--- config.mk ---
export PLATFORM = sky130hd
export DESIGN_NAME = sensor_frame_crc_check_convert_top_flat
export DESIGN_NICKNAME = d
export VERILOG_FILES = /design/src/sv/sfcc_pkg.sv /design/src/sv/sfcc_if.sv /design/src/sv/sfcc_parse.sv /design/src/sv/sfcc_conv.sv /design/src/sv/sensor_frame_crc_check_convert_top.sv /design/src/flat_wrapper.sv
export SDC_FILE = /design/constraint.sdc
export NUM_CORES = 1
export LEC_CHECK = 0
export BUFFER_PORTS_ARGS = -buffer_cell sky130_fd_sc_hd__buf_4
export CAP_MARGIN = 5
export CORE_AREA = 8 8 189 191
export DETAILED_ROUTE_END_ITERATION = 8
export DIE_AREA = 0 0 197 199
export HOLD_SLACK_MARGIN = 0.08
export PLACE_DENSITY = 0.63
export SYNTH_ARGS = -nofsm -noshare
export SYNTH_HDL_FRONTEND = slang
export SYNTH_HIERARCHICAL = 1
export SYNTH_SLANG_ARGS = --single-unit
--- constraint.sdc ---
create_clock -name clk -period 8.29 [get_ports clk]
set_input_delay 0.4145 -clock clk [delete_from_list [all_inputs] [get_ports clk]]
set_output_delay 0.4145 -clock clk [all_outputs]
set_load 0.05 [all_outputs]
--- src/sv/sfcc_pkg.sv ---
`timescale 1ns / 1ps

package sfcc_pkg;

  localparam logic [7:0]  CRC_POLY    = 8'h31;
  localparam logic [7:0]  CRC_INIT    = 8'h00;
  localparam logic [13:0] HUM_SCALE   = 14'd10000;
  localparam logic [14:0] TEMP_SCALE  = 15'd16500;
  localparam logic [14:0] TEMP_OFFSET = 15'd4000;
  localparam logic [16:0] FULL_SCALE  = 17'd65535;

  // Raw contents of one completed frame.
  typedef struct packed {
    logic        status;
    logic        temp_valid;
    logic [15:0] raw_t;
    logic [15:0] raw_h;
  } frame_t;

  // CRC-8, MSB first, one byte folded in.
  function automatic logic [7:0] crc8_byte(input logic [7:0] crc, input logic [7:0] b);
    logic [7:0] c;
    c = crc ^ b;
    for (int k = 0; k < 8; k++) begin
      if (c[7]) begin
        c = {c[6:0], 1'b0} ^ CRC_POLY;
      end else begin
        c = {c[6:0], 1'b0};
      end
    end
    return c;
  endfunction

endpackage

--- src/sv/sfcc_if.sv ---
`timescale 1ns / 1ps

interface sfcc_in_if;
  logic       valid;
  logic       ready;
  logic [7:0] rx_byte;
  logic       frame_start;

  modport source (output valid, rx_byte, frame_start, input ready);
  modport sink (input valid, rx_byte, frame_start, output ready);
endinterface

interface sfcc_out_if;
  logic               valid;
  logic               ready;
  logic               status;
  logic [15:0]        raw_temperature;
  logic [15:0]        raw_humidity;
  logic signed [14:0] temperature_centi;
  logic [13:0]        humidity_centi;
  logic               temperature_valid;

  modport source (output valid, status, raw_temperature, raw_humidity, temperature_centi,
                  humidity_centi, temperature_valid, input ready);
  modport sink (input valid, status, raw_temperature, raw_humidity, temperature_centi,
                humidity_centi, temperature_valid, output ready);
endinterface

--- src/sv/sfcc_parse.sv ---
`timescale 1ns / 1ps

// Byte-level frame tracker: position, running CRC and the held words.
module sfcc_parse #(
  parameter int CRC_SPAN_BYTES = 2
) (
  input  logic                clk,
  input  logic                rst_n,
  input  logic                mode,
  input  logic                take,
  input  logic [7:0]          rx_byte,
  input  logic                frame_start,
  output logic                emit,
  output sfcc_pkg::frame_t    frame
);

  localparam int OFF_W = (CRC_SPAN_BYTES + 1 > 1) ? $clog2(CRC_SPAN_BYTES + 1) : 1;
  localparam logic [OFF_W-1:0] CRC_OFF   = OFF_W'(CRC_SPAN_BYTES);
  localparam logic [OFF_W-1:0] LAST_DATA = OFF_W'(CRC_SPAN_BYTES - 1);

  logic [OFF_W-1:0] off_r, off_nxt;
  logic             seg_r, seg_nxt;
  logic [7:0]       crc_r, crc_nxt;
  logic             fail_r, fail_nxt;
  logic [7:0]       whb_r, whb_nxt;
  logic [15:0]      temp_r, temp_nxt;
  logic [15:0]      hum_r, hum_nxt;

  logic             restart;
  logic             two_seg;
  logic [OFF_W-1:0] off_c;
  logic             seg_c;
  logic [7:0]       crc_c;
  logic             fail_c;
  logic             fail_chk;
  logic [7:0]       hi_c;

  always_comb begin
    restart  = frame_start || (seg_r && mode);
    two_seg  = !mode;
    off_c    = restart ? '0 : off_r;
    seg_c    = restart ? 1'b0 : seg_r;
    crc_c    = restart ? sfcc_pkg::CRC_INIT : crc_r;
    fail_c   = restart ? 1'b0 : fail_r;
    hi_c     = (off_c == '0) ? 8'h00 : whb_r;
    fail_chk = fail_c || (crc_c != rx_byte);

    off_nxt  = off_r;
    seg_nxt  = seg_r;
    crc_nxt  = crc_r;
    fail_nxt = fail_r;
    whb_nxt  = whb_r;
    temp_nxt = temp_r;
    hum_nxt  = hum_r;
    emit     = 1'b0;

    frame.status     = fail_chk;
    frame.temp_valid = two_seg;
    frame.raw_t      = two_seg ? temp_r : 16'h0000;
    frame.raw_h      = hum_r;

    if (take) begin
      if (off_c != CRC_OFF) begin
        // Data byte of the current segment.
        crc_nxt  = sfcc_pkg::crc8_byte(crc_c, rx_byte);
        whb_nxt  = rx_byte;
        off_nxt  = off_c + OFF_W'(1);
        seg_nxt  = seg_c;
        fail_nxt = fail_c;
        if (off_c == LAST_DATA) begin
          if (two_seg && !seg_c) begin
            temp_nxt = {hi_c, rx_byte};
          end else begin
            hum_nxt = {hi_c, rx_byte};
          end
        end
      end else begin
        crc_nxt = sfcc_pkg::CRC_INIT;
        if (two_seg && !seg_c) begin
          // End of the temperature segment; humidity follows.
          seg_nxt  = 1'b1;
          off_nxt  = '0;
          fail_nxt = fail_chk;
        end else begin
          emit     = 1'b1;
          seg_nxt  = 1'b0;
          off_nxt  = '0;
          fail_nxt = 1'b0;
        end
      end
    end
  end

  always_ff @(posedge clk) begin
    if (!rst_n) begin
      off_r  <= '0;
      seg_r  <= 1'b0;
      crc_r  <= sfcc_pkg::CRC_INIT;
      fail_r <= 1'b0;
      whb_r  <= 8'h00;
      temp_r <= 16'h0000;
      hum_r  <= 16'h0000;
    end else begin
      off_r  <= off_nxt;
      seg_r  <= seg_nxt;
      crc_r  <= crc_nxt;
      fail_r <= fail_nxt;
      whb_r  <= whb_nxt;
      temp_r <= temp_nxt;
      hum_r  <= hum_nxt;
    end
  end

endmodule

--- src/sv/sfcc_conv.sv ---
`timescale 1ns / 1ps

// Scales raw words to hundredths. The division by 65535 is exact: the
// quotient estimate x>>16 is low by at most one, and the remainder
// (x mod 65536) + estimate stays below twice 65535.
module sfcc_conv (
  input  logic               temp_valid,
  input  logic [15:0]        raw_t,
  input  logic [15:0]        raw_h,
  output logic signed [14:0] temp_centi,
  output logic [13:0]        hum_centi
);

  logic [29:0] hum_prod;
  logic [13:0] hum_q0;
  logic [16:0] hum_rem;
  logic [30:0] temp_prod;
  logic [14:0] temp_q0;
  logic [16:0] temp_rem;
  logic [14:0] temp_q;

  always_comb begin
    hum_prod  = 30'(raw_h) * 30'(sfcc_pkg::HUM_SCALE);
    hum_q0    = hum_prod[29:16];
    hum_rem   = {1'b0, hum_prod[15:0]} + 17'(hum_q0);
    hum_centi = hum_q0 + 14'(hum_rem >= sfcc_pkg::FULL_SCALE);

    temp_prod = 31'(raw_t) * 31'(sfcc_pkg::TEMP_SCALE);
    temp_q0   = temp_prod[30:16];
    temp_rem  = {1'b0, temp_prod[15:0]} + 17'(temp_q0);
    temp_q    = temp_q0 + 15'(temp_rem >= sfcc_pkg::FULL_SCALE);
    temp_centi = temp_valid ? $signed(temp_q - sfcc_pkg::TEMP_OFFSET) : 15'sd0;
  end

endmodule

--- src/sv/sensor_frame_crc_check_convert_top.sv ---
`timescale 1ns / 1ps
// A frame's result is registered in stage one and then in the output register that drives out_ch;
// a stalled output register holds the result in stage one.
// One byte transaction per cycle unless input stalls; the tracker and the scaling are combinational.
// A stalled result holds the frame register; input stalls only when both result stages are full.
// Reset (rst_n low at a rising edge, synchronous): frame position, CRC, failure flag and
// held words clear, frame_mode returns to 0 and no result is pending.
module sensor_frame_crc_check_convert_top #(
  parameter int CRC_SPAN_BYTES = 2
) (
  input  logic        clk,
  input  logic        rst_n,
  sfcc_in_if.sink     in_ch,
  sfcc_out_if.source  out_ch,
  input  logic        cfg_we,
  input  logic [0:0]  cfg_wdata
);

  // Frame mode register: 0 = temperature and humidity, 1 = humidity only.
  logic mode_r;

  // Stage one holds a completed frame's raw contents; stage two is the output register.
  logic               s1_valid_r;
  sfcc_pkg::frame_t   s1_frame_r;
  logic               out_valid_r;
  logic               out_status_r;
  logic [15:0]        out_raw_t_r;
  logic [15:0]        out_raw_h_r;
  logic signed [14:0] out_temp_c_r;
  logic [13:0]        out_hum_c_r;
  logic               out_tv_r;

  logic               in_take;
  logic               s1_adv;
  logic               emit;
  sfcc_pkg::frame_t   frame;
  logic signed [14:0] temp_c;
  logic [13:0]        hum_c;

  // Stage one moves on whenever the output register is empty or being emptied this cycle.
  assign s1_adv      = s1_valid_r && (!out_valid_r || out_ch.ready);
  assign in_ch.ready = !s1_valid_r || s1_adv;
  assign in_take     = in_ch.valid && in_ch.ready;

  always_ff @(posedge clk) begin
    if (!rst_n) begin
      mode_r <= 1'b0;
    end else if (cfg_we) begin
      mode_r <= cfg_wdata[0];
    end
  end

  // The frame tracker works on every accepted byte and flags the one that closes a frame.
  sfcc_parse #(
    .CRC_SPAN_BYTES(CRC_SPAN_BYTES)
  ) u_parse (
    .clk         (clk),
    .rst_n       (rst_n),
    .mode        (mode_r),
    .take        (in_take),
    .rx_byte     (in_ch.rx_byte),
    .frame_start (in_ch.frame_start),
    .emit        (emit),
    .frame       (frame)
  );

  always_ff @(posedge clk) begin
    if (!rst_n) begin
      s1_valid_r <= 1'b0;
    end else begin
      s1_valid_r <= (in_take && emit) || (s1_valid_r && !s1_adv);
    end
  end

  always_ff @(posedge clk) begin
    if (in_take && emit) begin
      s1_frame_r <= frame;
    end
  end

  // Scaling to hundredths sits between stage one and the output register.
  sfcc_conv u_conv (
    .temp_valid (s1_frame_r.temp_valid),
    .raw_t      (s1_frame_r.raw_t),
    .raw_h      (s1_frame_r.raw_h),
    .temp_centi (temp_c),
    .hum_centi  (hum_c)
  );

  always_ff @(posedge clk) begin
    if (!rst_n) begin
      out_valid_r <= 1'b0;
    end else if (s1_adv) begin
      out_valid_r <= 1'b1;
    end else if (out_ch.ready) begin
      out_valid_r <= 1'b0;
    end
  end

  always_ff @(posedge clk) begin
    if (s1_adv) begin
      out_status_r <= s1_frame_r.status;
      out_raw_t_r  <= s1_frame_r.raw_t;
      out_raw_h_r  <= s1_frame_r.raw_h;
      out_temp_c_r <= temp_c;
      out_hum_c_r  <= hum_c;
      out_tv_r     <= s1_frame_r.temp_valid;
    end
  end

  assign out_ch.valid             = out_valid_r;
  assign out_ch.status            = out_status_r;
  assign out_ch.raw_temperature   = out_raw_t_r;
  assign out_ch.raw_humidity      = out_raw_h_r;
  assign out_ch.temperature_centi = out_temp_c_r;
  assign out_ch.humidity_centi    = out_hum_c_r;
  assign out_ch.temperature_valid = out_tv_r;

endmodule

--- src/flat_wrapper.sv ---
// flat-port wrapper written by rule: the top's interface ports become plain ports
module sensor_frame_crc_check_convert_top_flat 
#(
  parameter int CRC_SPAN_BYTES = 2
)
  (clk, rst_n, cfg_we, cfg_wdata, in_ch_valid, in_ch_rx_byte, in_ch_frame_start, in_ch_ready, out_ch_valid, out_ch_status, out_ch_raw_temperature, out_ch_raw_humidity, out_ch_temperature_centi, out_ch_humidity_centi, out_ch_temperature_valid, out_ch_ready);
  sfcc_in_if in_ch_i ();
  sfcc_out_if out_ch_i ();
  input  logic clk;
  input  logic rst_n;
  input  logic cfg_we;
  input  logic [0:0] cfg_wdata;
  input wire logic [$bits(in_ch_i.valid)-1:0] in_ch_valid;
  input wire logic [$bits(in_ch_i.rx_byte)-1:0] in_ch_rx_byte;
  input wire logic [$bits(in_ch_i.frame_start)-1:0] in_ch_frame_start;
  output wire logic [$bits(in_ch_i.ready)-1:0] in_ch_ready;
  output wire logic [$bits(out_ch_i.valid)-1:0] out_ch_valid;
  output wire logic [$bits(out_ch_i.status)-1:0] out_ch_status;
  output wire logic [$bits(out_ch_i.raw_temperature)-1:0] out_ch_raw_temperature;
  output wire logic [$bits(out_ch_i.raw_humidity)-1:0] out_ch_raw_humidity;
  output wire logic [$bits(out_ch_i.temperature_centi)-1:0] out_ch_temperature_centi;
  output wire logic [$bits(out_ch_i.humidity_centi)-1:0] out_ch_humidity_centi;
  output wire logic [$bits(out_ch_i.temperature_valid)-1:0] out_ch_temperature_valid;
  input wire logic [$bits(out_ch_i.ready)-1:0] out_ch_ready;
  assign in_ch_i.valid = in_ch_valid;
  assign in_ch_i.rx_byte = in_ch_rx_byte;
  assign in_ch_i.frame_start = in_ch_frame_start;
  assign in_ch_ready = in_ch_i.ready;
  assign out_ch_valid = out_ch_i.valid;
  assign out_ch_status = out_ch_i.status;
  assign out_ch_raw_temperature = out_ch_i.raw_temperature;
  assign out_ch_raw_humidity = out_ch_i.raw_humidity;
  assign out_ch_temperature_centi = out_ch_i.temperature_centi;
  assign out_ch_humidity_centi = out_ch_i.humidity_centi;
  assign out_ch_temperature_valid = out_ch_i.temperature_valid;
  assign out_ch_i.ready = out_ch_ready;
  sensor_frame_crc_check_convert_top #(.CRC_SPAN_BYTES(CRC_SPAN_BYTES)) u_core (.clk(clk), .rst_n(rst_n), .in_ch(in_ch_i), .out_ch(out_ch_i), .cfg_we(cfg_we), .cfg_wdata(cfg_wdata));
endmodule
==> results.cfg, run 1 <==
[outcome]
status = complete, no violations

[sta]
rsz0062_at_grt = no
slew_headroom = 0.271
finalMaxSlewViolations = 0
period_minus_slack_ns = 7.84
finalSetupViolCount = 0
fmaxAchievable_mhz = 128
hold_violations = 0
fin_worst_skew_ns = 0.0142
worst_slew_pin_slew_ns = 1.09
fin_tns_setup_ns = 0
fin_crit_sh = 0.946

[setup_path]
r2r_cells = 31
r2r-end = u_core/out_ch.temperature_centi[13]$_DFFE_PP_
end_kind = flip-flop
slowest_stage = fa_1
start_kind = flip-flop
setup.worst_path.start = u_core/s1_frame_r[27]$_DFFE_PP_
crit_fanout = 8
cp.arrival_ns = 8.13
reg2reg_from = u_core/s1_frame_r[27]$_DFFE_PP_
cp_slowest_stage_delay_ns = 0.53
cp_data_required_time_ns = 8.58
crit_end = u_core/out_ch.temperature_centi[13]$_DFFE_PP_
worstSetupPathType = flip-flop to flip-flop
r2r_slack_ns = 0.45

[power_and_ir_drop]
intPower_uw = 1310
swShare = 0.246
power.density_mw_per_mm2 = 119
power_switching_uw = 429
pwr-share-seq = 0.468
clkPwrFrac = 0.451
power.leakage_uw = 0.00676
pwr-share-comb = 0.082
vdd_drop_max_v = 0.000136

[drt]
vias = 9305
antenna_left = 0
wl_per_cell_um = 15.4
routed_wl_um = 28700
dr.first_iter.drc_count = 362
drc = 0
drt_pass1_iterations = 5
vias_per_cell = 4.98

[floorplanning]
core_area_mm2 = 0.0329
num_io_pins = 80
die_area_mm2 = 0.0392
fp.dieH_um = 199
fp-row-count = 67
die_w_um = 197
initial_core_util = 0.391

[finish]
syn_to_final_growth_pct = 13.9
final_area_mm2 = 0.0147
finalNonFillerCells = 1870
fin_util = 0.446
multi_input_area_mm2 = 0.00783
register_area_mm2 = 0.00401
drive_above_1_share = 0.117
final_nets = 1668
antenna_cells = 0
num-fill-cells = 3220

[global_route]
grt_pass1_vias = 9163
antenna_found_initial = 0
grt_overflow = 0
grt_max_degree = 64
grt_first_pass_wirelength_um = 46600
grt_usage = 0.149

[cts]
cts.sink_count = 152
cts_hold_buffers = 0
numCtsBuffers = 17
cts_tree = done
htreeDepth = 4
cts_buffer_depth = 2
cts.clk_slew.worst_paths_ns = 0.07
cts_root_buf = clkbuf_16
clk-insertion-delay-late_ns = 0.44

[yosys]
syn_area_per_cell_um2 = 9.76
ys_warn_count = 6
synth_area_mm2 = 0.0129
yosysSeqAreaShare = 0.312
syn_inst = 1318
ys_seq_elements = 152
synthDistinctLibCells = 89
synth_nets = 1577
async_flop_share = 0
synth_edf_count = 97
synthFlopType = edfxtp_1

[placement]
place.gp.congestion = 0.913
port_buffers = 79
placedCellCount = 1828
dp_hpwl_um = 22500
placed_cell_area_mm2 = 0.0140

[worst_hold_path]
hold_class = primary input to flip-flop

[job]
cap_violations = 0
[cells by family after synthesis]
logic type / Yosys count / share of synthesized area
AND/OR/NAND/NOR: 335 / 0.136
flip-flops: 152 / 0.312
AO/OA/AOI/OAI: 245 / 0.138
buffers and inverters: 271 / 0.0813
multiplexers: 4 / 0.00311
adder cells (fa/ha/maj): 244 / 0.279
XOR/XNOR: 67 / 0.0500
[worst max-delay path, delay by kind of cell, from the launching register on]
family	cells	cell delay, ns
fa+ha+maj	8	3.16
simple gates	4	0.61
xor+xnor	1	0.22
buf+inv	4	0.19
flops	1	0.47
compound gates	14	3.04
[Yosys cell counts (all sizes together), types with 5 or more instances]
library cell | instances | area share
o21bai | 7 | 0.0041
nand2b | 8 | 0.0039
nor2 | 55 | 0.016
ha | 172 | 0.17
a31oi | 5 | 0.0024
nand2 | 102 | 0.030
o211a | 5 | 0.0039
a21o | 19 | 0.012
dfxtp | 55 | 0.086
a21oi | 58 | 0.023
nor4 | 9 | 0.0044
nor3b | 7 | 0.0049
nand3 | 34 | 0.013
a211oi | 9 | 0.0056
nor3 | 18 | 0.0074
or3 | 6 | 0.0033
o211ai | 7 | 0.0041
buf | 8 | 0.0045
or2 | 5 | 0.0024
clkbuf | 23 | 0.0068
o21ai | 30 | 0.012
and3 | 7 | 0.0034
o21a | 10 | 0.0058
edfxtp | 97 | 0.23
inv | 240 | 0.070
xor2 | 25 | 0.018
a21boi | 53 | 0.031
xnor2 | 39 | 0.027
and2 | 20 | 0.0099
nor2b | 29 | 0.015
and4b | 5 | 0.0039
o31ai | 5 | 0.0044
fa | 72 | 0.11
nand4 | 15 | 0.0073
[power by group through the flow]
stage	logic, uW	registers, uW	clock network (uW)
finish	142	815	786
global route	156	816	833
CTS	141	815	809
detailed placement	141	831	0
global placement	138	831	0
floorplan	109	828	0
[registers in the layout, indices dropped and copies added (netlist names), 2 cells and up]
name,flops
u_core/s1_frame_r,34
u_core/out_ch.raw_humidity,16
u_core/out_ch.raw_temperature,16
u_core/u_parse/hum_r,16
u_core/u_parse/temp_r,16
u_core/out_ch.temperature_centi,15
u_core/out_ch.humidity_centi,14
u_core/u_parse/crc_r,8
u_core/u_parse/whb_r,8
u_core/u_parse/off_r,2
[per-stage QoR]
stage                     setup slack (ns)  power [uW]  hold slack, ns
after floorplan                      0.937         937           0.400
after global routing               0.00380        1810           0.227
after detailed placement             0.262         972           0.413
after global placement               0.356         970           0.413
after CTS                            0.197        1770           0.212
final                                0.450        1740           0.232
[cell usage in the layout, fill, tap and decap left out, types with 8 or more instances in the layout]
cell type  instances
a211oi_1           8
a21boi_0          49
a21o_1            18
a21oi_1           55
and2_1            19
buf_4            103
clkbuf_16         17
dfxtp_1           55
edfxtp_1          97
fa_1              72
ha_1             172
inv_1            239
nand2_1          101
nand2b_1           8
nand3_1           34
nand4_1           15
nor2_1            54
nor2b_1           27
nor3_1            17
nor4_1             9
o21a_1            10
o21ai_0           20
o21ai_1           10
xnor2_1           39
xor2_1            23
[cell type report]
| class | count | area share |
|---|---|---|
| inverters | 240 | 0.0615 |
| clock inverters | 14 | 0.0101 |
| repair buffers | 103 | 0.0528 |
| flip-flops and latches | 152 | 0.274 |
| multi-input cells | 895 | 0.534 |
| well taps | 448 | 0.0383 |
| clock buffers | 18 | 0.0293 |
[layer usage]
| layer | GRT usage | vias to the layer above | share of wire |
|---|---|---|---|
| li1 | - | 4694 | - |
| met1 | 0.197 | 4419 | 0.49 |
| met2 | 0.243 | 157 | 0.45 |
| met3 | 0.0277 | 35 | 0.036 |
| met4 | 0.0496 | 0 | 0.019 |
| met5 | 0 | - | 0 |
[worst min path at each step]
stage | to | startpoint | cells after the start | slack (ns)
after floorplan | u_core/out_ch.status$_DFFE_PP_ | u_core/s1_frame_r[33]$_DFFE_PP_ | 0 | 0.40
after global placement | u_core/s1_frame_r[9]$_DFFE_PP_ | u_core/u_parse/hum_r[9]$_SDFFE_PN0P_ | 0 | 0.41
after detailed placement | u_core/s1_frame_r[4]$_DFFE_PP_ | u_core/u_parse/hum_r[4]$_SDFFE_PN0P_ | 0 | 0.41
after CTS | u_core/mode_r$_SDFFE_PN0P_ | cfg_wdata | 3 | 0.21
after global routing | u_core/mode_r$_SDFFE_PN0P_ | cfg_wdata | 3 | 0.23
final | u_core/mode_r$_SDFFE_PN0P_ | cfg_wdata | 3 | 0.23
[timing repair]
action | 4_1_cts | 5_1_grt
endpoints found under the hold margin | 0 | 0
setup endpoints to repair | 0 | 14
buffers inserted | 0 | 10
resized for setup | 0 | 2
(Power assumes the default switching activity.)
==> inputs of run 2 (changes only) <==
Settings changed: CORE_AREA 8 8 189 191 to 8 8 188 190, DIE_AREA 0 0 197 199 to 0 0 196 198, SYNTH_HIERARCHICAL 1 to unset.
Clock period 8.29 ns to 8.8 ns, I/O delays scaled along.
==> results.cfg, run 2 <==
[yosys]
ys_top_cells_by_count = inv_1 (213), ha_1 (173), edfxtp_1 (97)
synth_nets = 1557
ys_seq_elements = 152
synthFlopType = edfxtp_1
syn_area_per_cell_um2 = 9.87
yosysSeqAreaShare = 0.314
yosysMostFrequentCell = inv_1
synth.area.top_cells = edfxtp_1 (23%), ha_1 (17%), fa_1 (11%)
ys_warn_count = 0
syn_inst = 1297
synth_area_mm2 = 0.0128
async_flop_share = 0
synthDistinctLibCells = 71
synth_edf_count = 97
synth_top_area_frac = 0.228
yosysTopAreaCell = edfxtp_1

[cts]
numCtsBuffers = 17
htreeDepth = 4
cts_tree = done
cts_buffer_depth = 2
cts.sink_count = 152
clk-insertion-delay-late_ns = 0.44
cts_root_buf = clkbuf_16
cts.clk_slew.worst_paths_ns = 0.07

[job]
cap_violations = 0

[floorplanning]
fp.dieH_um = 198
core_area_mm2 = 0.0322
fp-row-count = 66
initial_core_util = 0.397
num_io_pins = 80
die_area_mm2 = 0.0388
die_w_um = 196

[placement]
dp_hpwl_um = 21700
place.gp.congestion = 0.869
port_buffers = 79
preCtsSetupSlack_ns = 0.418
placedCellCount = 1757

[global_route]
grt_usage = 0.147
grt_first_pass_wirelength_um = 45800
antenna_found_initial = 0
grt_max_degree = 64
grt_overflow = 0
grt_pass1_vias = 9015

[sta]
fin_crit_sh = 0.941
setup_ws_ns = 0.517
fmaxAchievable_mhz = 121
hold_slack_ns = 0.289
fin_worst_skew_ns = 0.0120
hold_violations = 0
finalSetupViolCount = 0
fin_tns_setup_ns = 0
slew_headroom = 0.235
period_minus_slack_ns = 8.28
finalMaxSlewViolations = 0
worst_slew_pin_slew_ns = 1.14
rsz0062_at_grt = no

[finish]
syn_to_final_growth_pct = 13.0
num-fill-cells = 3095
register_area_mm2 = 0.00401
drive_above_1_share = 0.106
top_register = u_core.s1_frame_r
finalNonFillerCells = 1793
multi_input_area_mm2 = 0.00785
antenna_cells = 0
final_cell_mix = inv_1 (213), ha_1 (173), edfxtp_1 (97)
largest_register_ffs = 34
final_nets = 1632
final_common_cell = inv_1

[drt]
dr.first_iter.drc_count = 330
vias_per_cell = 5.05
drt_pass1_iterations = 5
drc = 0
antenna_left = 0
vias = 9054
routed_wl_um = 27900
wl_per_cell_um = 15.6

[power_and_ir_drop]
vdd_drop_max_v = 0.000126
power.leakage_uw = 0.00645
power.density_mw_per_mm2 = 117

[setup_path]
cp_data_required_time_ns = 8.98
crit_fanout = 9
crit_path_frequent_cell = ha_1
path_buf_inv = 2
cp_slowest_stage_delay_ns = 0.53
cp_top_family = adder cells
end_kind = flip-flop
cp.arrival_ns = 8.47
worstSetupPathType = flip-flop to flip-flop
slowest_stage = fa_1
start_kind = flip-flop

[outcome]
status = complete, no violations

[worst_hold_path]
hold_class = primary input to flip-flop
==> run 2: changes by cell type in the layout (fill, tap and decap cells not counted), moves of 12 or more <==
cell,delta
xnor2_1,+27
inv_1,-26
nor2b_1,+20
nor2_1,-16
a21oi_1,-14
o21ai_0,+13
a21boi_0,-12
buf_4,-12
==> run 2: area by class of cell <==
class,instances,share of cell area
clock buffers,20,0.0332
clock inverters,12,0.00822
inverters,213,0.0553
multi-input cells,897,0.543
flip-flops and latches,152,0.278
well taps,408,0.0353
repair buffers,91,0.0473
==> run 2: path summary, 6_finish.rpt <==
path | to | depth (start not counted) | from | slack [ns]
hold / removal | u_core.mode_r$_SDFFE_PN0P_ | 3 | cfg_wdata | 0.29
setup / recovery | u_core.out_ch.temperature_centi[14]$_SDFFCE_PN0P_ | 29 | u_core.s1_frame_r[28]$_SDFFCE_PP0P_ | 0.52
setup reg to reg | u_core.out_ch.temperature_centi[14]$_SDFFCE_PN0P_ | 29 | u_core.s1_frame_r[28]$_SDFFCE_PP0P_ | 0.52
hold reg to reg | u_core.out_ch.status$_DFFE_PP_ | 0 | u_core.s1_frame_r[33]$_DFFE_PP_ | 0.42
==> run 2: per-stage QoR <==
step / power (uW) / area (um^2) / util
after floorplan: 921 / 12800 / -
after global placement: 951 / 13800 / 0.429
after detailed placement: 954 / 13800 / 0.429
after CTS: 1710 / 14400 / 0.448
after global routing: 1760 / 14500 / 0.449
final: 1690 / 14500 / 0.449
==> run 2: cells by family (layout without fill, tap and decap cells) <==
kind of cell | Yosys count | in the layout | synth area share
flip-flops | 152 | 152 | 0.314
multiplexers | 11 | 11 | 0.00861
buffers and inverters | 248 | 336 | 0.0742
AO/OA/AOI/OAI | 229 | 229 | 0.129
AND/OR/NAND/NOR | 320 | 320 | 0.129
adder cells (fa/ha/maj) | 245 | 245 | 0.282
XOR/XNOR | 92 | 92 | 0.0630
==> run 2: timing repair <==
action | in CTS | in global routing
hold buffers | 0 | 0
resized for setup | 0 | 1
setup buffers | 0 | 4
endpoints found under the setup margin | 0 | 4
==> run 2: power breakdown <==
part	total, uW	internal (uW)	switching, uW
Clock	751	409	342
Sequential	780	764	15.3
Combinational	160	75.0	84.8
Total	1690	1250	442
==> run 2: worst register-to-register path: cells and delay by family (launching register included) <==
family,cells,cell delay (ns)
flip-flops,1,0.48
buffers and inverters,2,0.09
AO/OA/AOI/OAI,10,2.59
AND/OR/NAND/NOR,8,1.53
adder cells (fa/ha/maj),9,3.36
==> run 2: layer usage <==
layer | GRT usage | share of wire
met5 | 0 | 0
met2 | 0.232 | 0.44
met1 | 0.203 | 0.50
met3 | 0.0236 | 0.037
met4 | 0.0483 | 0.018
==> inputs of run 3 (changes only) <==
Settings changed: BUFFER_PORTS_ARGS -buffer_cell sky130_fd_sc_hd__buf_4 to -buffer_cell sky130_fd_sc_hd__clkbuf_2.
==> results.cfg, run 3 (synthesis gave the netlist of run 2 again) <==
[finish]
top_register = u_core.s1_frame_r
antenna_cells = 0
final_nets = 1630
syn_to_final_growth_pct = 11.4
final_common_cell = inv_1
final_cell_mix = inv_1 (213), ha_1 (173), edfxtp_1 (97)
drive_above_1_share = 0.106
largest_register_ffs = 34

[setup_path]
crit_fanout = 9
slowest_stage = fa_1
cp_slowest_stage_delay_ns = 0.54
cp.arrival_ns = 8.44
start_kind = flip-flop
cp_data_required_time_ns = 8.99
crit_path_frequent_cell = ha_1
worstSetupPathType = flip-flop to flip-flop
end_kind = flip-flop

[cts]
htreeDepth = 4
cts_tree = done
cts_buffer_depth = 2
cts.clk_slew.worst_paths_ns = 0.06
cts_hold_buffers = 0
numCtsBuffers = 17
cts.sink_count = 152
clk-insertion-delay-late_ns = 0.44
cts_root_buf = clkbuf_16

[drt]
vias = 9092
drt_pass1_iterations = 7
dr.first_iter.drc_count = 514
antenna_left = 0
routed_wl_um = 27700
drc = 0
vias_per_cell = 5.08
wl_per_cell_um = 15.5

[global_route]
grt_max_degree = 64
antenna_found_initial = 0
grt_overflow = 0
grt_pass1_vias = 8936
grt_usage = 0.147
grt_first_pass_wirelength_um = 45700

[placement]
port_buffers = 79
dp_hpwl_um = 21400
place.gp.congestion = 0.858
preCtsSetupSlack_ns = 0.376

[sta]
fin_crit_sh = 0.938
hold_violations = 0
setup_ws_ns = 0.545
slew_headroom = 0.251
worst_slew_pin_slew_ns = 1.12
period_minus_slack_ns = 8.26
fmaxAchievable_mhz = 121
fin_tns_setup_ns = 0
finalSetupViolCount = 0
fin_worst_skew_ns = 0.00930
finalMaxSlewViolations = 0

[power_and_ir_drop]
power.leakage_uw = 0.00640
vdd_drop_max_v = 0.000118
power.density_mw_per_mm2 = 118

[outcome]
status = complete, no violations

[floorplanning]
core_area_mm2 = 0.0322
die_w_um = 196
die_area_mm2 = 0.0388
initial_core_util = 0.397
fp.dieH_um = 198
fp-row-count = 66
num_io_pins = 80

[job]
cap_violations = 0

[worst_hold_path]
hold_class = primary input to flip-flop
run 3: path summary, 6_finish.rpt:
kind	to	startpoint	slack [ns]	depth (start not counted)
worst max-delay path	u_core.out_ch.temperature_centi[14]$_SDFFCE_PN0P_	u_core.s1_frame_r[26]$_SDFFCE_PP0P_	0.54	31
worst min-delay path	u_core.mode_r$_SDFFE_PN0P_	cfg_wdata	0.27	3
worst max register to register	u_core.out_ch.temperature_centi[14]$_SDFFCE_PN0P_	u_core.s1_frame_r[26]$_SDFFCE_PP0P_	0.54	31
worst min register to register	u_core.s1_frame_r[10]$_DFFE_PP_	u_core.u_parse.hum_r[10]$_SDFFE_PN0P_	0.43	0
run 3: metrics by stage:
step                utilization  cells  instance area (um^2)  hold slack [ns]  total power, uW
floorplan                     -   1297                 12800            0.400              921
global placement          0.423   1757                 13600            0.411              949
detailed placement        0.423   1757                 13600            0.416              952
CTS                       0.442   1789                 14200            0.255             1710
global route              0.442   1791                 14200            0.318             1760
finish                    0.442   1791                 14200            0.271             1680
run 3: worst max-delay path, delay by kind of cell, from the launching register on:
family	cells	cell delay, ns
adders and majority gates	10	3.67
AOI/OAI and AO/OA	10	2.44
and+or+nand+nor	7	1.18
DFF	1	0.52
buffers and inverters	4	0.20
run 3: layout make-up:
cell class	count	area, um^2
fillers	3102	18000
multi-input cells	897	7860
flip-flops and latches	152	4010
inverters	213	800
well taps	408	510
clock buffers	21	493
repair buffers	89	470
clock inverters	11	101
run 3: what timing repair did:
item                       4_1_cts  5_1_grt
resized for setup                0        3
setup endpoints to repair        0        7
buffers inserted                 0        2
run 3: power by group:
part	total, uW	internal, uW	switching, uW	leakage [uW]
combinational	157	73.3	84.0	0.00477
clock	746	434	313	0.000296
sequential	780	765	15.7	0.00134
total	1680	1270	412	0.00640
run 3: metal layers:
layer	vias up	share of wire	routed length, um	global-route usage
met4	0	0.016	455	0.0466
li1	4564	-	-	-
met3	21	0.035	963	0.0233
met2	143	0.44	12200	0.229
met5	-	0	0	0
met1	4364	0.51	14100	0.207
